$ cat config.mk
export PLATFORM = sky130hd
export DESIGN_NAME = ismc_decide
export DESIGN_NICKNAME = d
export VERILOG_FILES = /design/src/ismc_pkg.sv /design/src/ismc_decide.sv
export SDC_FILE = /design/constraint.sdc
export NUM_CORES = 1
export LEC_CHECK = 0
export ABC_AREA = 0
export BUFFER_PORTS_ARGS = -buffer_cell sky130_fd_sc_hd__buf_2
export CAP_MARGIN = 20
export CORE_AREA = 2 2 74 76
export DETAILED_ROUTE_END_ITERATION = 8
export DIE_AREA = 0 0 76 78
export PLACE_DENSITY = 0.79
export SYNTH_ARGS = -nofsm -noshare
export SYNTH_HDL_FRONTEND = slang
export SYNTH_SLANG_ARGS = --single-unit
$ cat constraint.sdc
create_clock -name vclk -period 10.5
set_input_delay 2.1 -clock vclk [all_inputs]
set_output_delay 2.1 -clock vclk [all_outputs]
set_load 0.03 [all_outputs]
$ cat src/ismc_pkg.sv
package ismc_pkg;

  // Fixed field widths of the update interface
  localparam int COORD_W   = 7;
  localparam int RND_W     = 16;
  localparam int FIELD_W   = 12;
  localparam int MAG_W     = 16;
  localparam int THR_W     = 16;
  localparam int CFG_IDX_W = 2;
  localparam int CFG_DATA_W = 64;

  // Configuration register indexes
  typedef enum logic [CFG_IDX_W-1:0] {
    CFG_FIELD_B    = 2'd0,
    CFG_TABLE_LOW  = 2'd1,
    CFG_TABLE_MID  = 2'd2,
    CFG_TABLE_HIGH = 2'd3
  } cfg_idx_t;

  // Acceptance threshold table, ten 16-bit entries in three registers
  typedef struct packed {
    logic [31:0] high;
    logic [63:0] mid;
    logic [63:0] low;
  } thr_tab_t;

  // One lattice word: spin (1 = +1) and the visit mark of the site
  typedef struct packed {
    logic spin;
    logic visit;
  } site_word_t;

endpackage

$ cat src/ismc_decide.sv
module ismc_decide (
  input  logic                                spin_pos,
  input  logic [2:0]                          nb_pos,
  input  logic signed [ismc_pkg::FIELD_W-1:0] field_b,
  input  ismc_pkg::thr_tab_t                  thr_tab,
  input  logic [ismc_pkg::RND_W-1:0]          accept_random,
  output logic                                flip
);
  import ismc_pkg::*;

  logic signed [FIELD_W:0] n_scaled;
  logic signed [FIELD_W:0] b_ext;
  logic                    de_neg;
  logic [3:0]              idx;
  logic [THR_W-1:0]        thr;

  // 256*n with n = 2*nb_pos - 4, so 512*nb_pos - 1024
  assign n_scaled = $signed({1'b0, nb_pos, 9'b0}) - $signed((FIELD_W+1)'(1024));
  assign b_ext    = {field_b[FIELD_W-1], field_b};

  // Sign of dE = 2*s*(256n - b)
  assign de_neg = spin_pos ? (n_scaled < b_ext) : (n_scaled > b_ext);

  // Table entry: 5 for a +1 spin, plus (n+4)/2 which is nb_pos
  assign idx = spin_pos ? (4'd5 + {1'b0, nb_pos}) : {1'b0, nb_pos};

  always_comb begin
    case (idx)
      4'd0:    thr = thr_tab.low[15:0];
      4'd1:    thr = thr_tab.low[31:16];
      4'd2:    thr = thr_tab.low[47:32];
      4'd3:    thr = thr_tab.low[63:48];
      4'd4:    thr = thr_tab.mid[15:0];
      4'd5:    thr = thr_tab.mid[31:16];
      4'd6:    thr = thr_tab.mid[47:32];
      4'd7:    thr = thr_tab.mid[63:48];
      4'd8:    thr = thr_tab.high[15:0];
      4'd9:    thr = thr_tab.high[31:16];
      default: thr = '0;
    endcase
  end

  assign flip = de_neg || (accept_random < thr);

endmodule

==> impl_metrics.tcl <==
set metrics [dict create \
    setup_viol 0 \
    stdcell_count 445 \
    core_area_um2 5040 \
    clock_buffers 0 \
    hold_path_class "in2out" \
    avgSynthCellArea_um2 9.06 \
    worstPathArrival_ns 5.59 \
    drive_gt1_frac 0.581 \
    p_per_area_nw_per_um2 48.3 \
    grt_pass1_vias 2628 \
    antenna_left 0 \
    fillCellCount 472 \
    drt-total-wl_um 7840 \
    total_power_mw 0.132 \
    netlist_top_cells_count "a22oi_1 (30), ha_1 (22), a222oi_1 (15), and3_1 (15), mux4_2 (15)" \
    gp_congestion 0.870 \
    via_per_inst 5.60 \
    rsz0062_at_grt "no" \
    regArea_um2 0 \
    p_comb_frac 1.000 \
    antenna_cells 0 \
    crit_required_ns 8.40 \
    synth_area_um2 1740 \
    cp_max_fo 19 \
    gr-total-overflow 0 \
    status "completed" \
    fin_crit_ns 7.69 \
    cp-end-kind "output pin" \
    dr.pass1.iters 7 \
    ys_top_cells_by_area "mux4_2 (19%), ha_1 (16%), a22oi_1 (13%)" \
    slew_violations 0 \
    die_w_um 76 \
    area_growth_pct 57.3 \
    power.share.sequential 0 \
    maxCapViolations 0 \
    switching_share 0.456 \
    hpwl_um 6930 \
    seq_cell_count 0 \
    postCtsSetupRepairBufs 0 \
    rows 26 \
    grt.total_usage 0.248 \
    synth_top_area_share 0.194 \
    ys_types 41 \
    finalNetCount 591 \
    die_area_um2 5930 \
    relSlewSlack 0.501 \
    post-synth-top-count-cell "a22oi_1" \
    via_count 2493 \
    fmax_mhz 130 \
    die_y_um 78 \
    syn_nets 406 \
    drc 0 \
    yosysWarnings 0 \
    cts-resized-gates 0 \
    crit_type "in2out" \
    timing.hold.ws_ns 4.82 \
    p_int_mw 0.0719 \
    hold_viol 0 \
    multi_input_area_um2 1630 \
    io_pins 193 \
    grt_pass1_wl_um 11900 \
    placedCellCount 444 \
    p_leak_nw 1.38 \
    finalCritPeriodShare 0.733 \
    seq_area_frac_synth 0 \
    setup-tns-final_ns 0 \
    antenna_found_initial 1 \
    power_switching_mw 0.0602 \
    p_clk_frac 0 \
    netlist_instances 192 \
    ir_drop_v 0.0000239 \
    drt_iter0_markers 148 \
    avgRoutedWirePerCell_um 17.6 \
    hold_buffers 0 \
    port_buffers 193 \
    yosysTopAreaCell "mux4_2" \
    grt_max_degree 20 \
    worst_pin_slew_ns 0.748 \
    initial_core_util 0.345 \
    critPathLaunchType "input port" \
]
## layout make-up
cell class	count	area share
multi-input cells	171	0.594
repair buffers	197	0.364
well taps	70	0.0320
inverters	7	0.00961
## final timing paths
kind | from | end | slack (ns) | cells after the start
max | nb_pos[0] | flip | 2.81 | 14
min | accept_random[15] | flip | 4.82 | 6
## metrics by stage
step | setup WS, ns | utilization | area (um^2)
after floorplan | 3.30 | - | 1740
after global placement | 2.79 | 0.541 | 2730
after detailed placement | 2.71 | 0.541 | 2730
after CTS | 2.68 | 0.541 | 2730
after global routing | 2.58 | 0.542 | 2740
final | 2.81 | 0.542 | 2740
## per-layer routing
metal,part of all wire,up-vias,track usage
li1,-,1209,-
met1,0.41,1132,0.301
met4,0.028,0,0.0764
met2,0.51,130,0.462
met5,0,-,0
met3,0.056,22,0.0244
## power by group through the flow
stage	registers (mW)	logic [mW]	clock network, mW
2_1_floorplan	0	0.0781	0
3_3_place_gp	0	0.129	0
3_5_place_dp	0	0.131	0
4_1_cts	0	0.132	0
5_1_grt	0	0.146	0
6_report	0	0.132	0
## cell usage in the layout, fill, tap and decap left out, types with 2 or more instances in the layout
cell	count
a211o_1	2
a21o_1	2
a21oi_1	11
a222oi_1	15
a22oi_1	30
and2_1	2
and3_1	15
and4_1	2
buf_2	193
buf_4	4
ha_1	22
inv_1	7
mux2_2	3
mux2i_1	2
mux4_1	2
mux4_2	15
nand2_1	7
nand2b_1	2
nand4b_1	2
nor2_1	6
nor2b_1	3
nor3_1	4
nor4_1	2
o211ai_1	5
o21ai_0	3
## critical path, cell delays in order
cell and delay (ns):
buf_2 0.36, ha_1 0.32, a21bo_2 0.24, a21oi_1 0.53, buf_4 0.28, a222oi_1 0.11
and3_1 0.20, ha_1 0.28, a21oi_1 0.16, o21ai_0 0.15, o211ai_1 0.23, and4b_1 0.22
o21bai_1 0.18, buf_2 0.23
## logic make-up (layout without fill, tap and decap cells)
family	Yosys count	in the layout	share of synthesized area
buf+inv	21	204	0.0655
fa+ha+maj	22	22	0.158
compound gates	76	76	0.336
simple gates	49	49	0.164
xor+xnor	2	2	0.0209
mux	22	22	0.255
No activity file was read; power rests on OpenSTA's default activity.
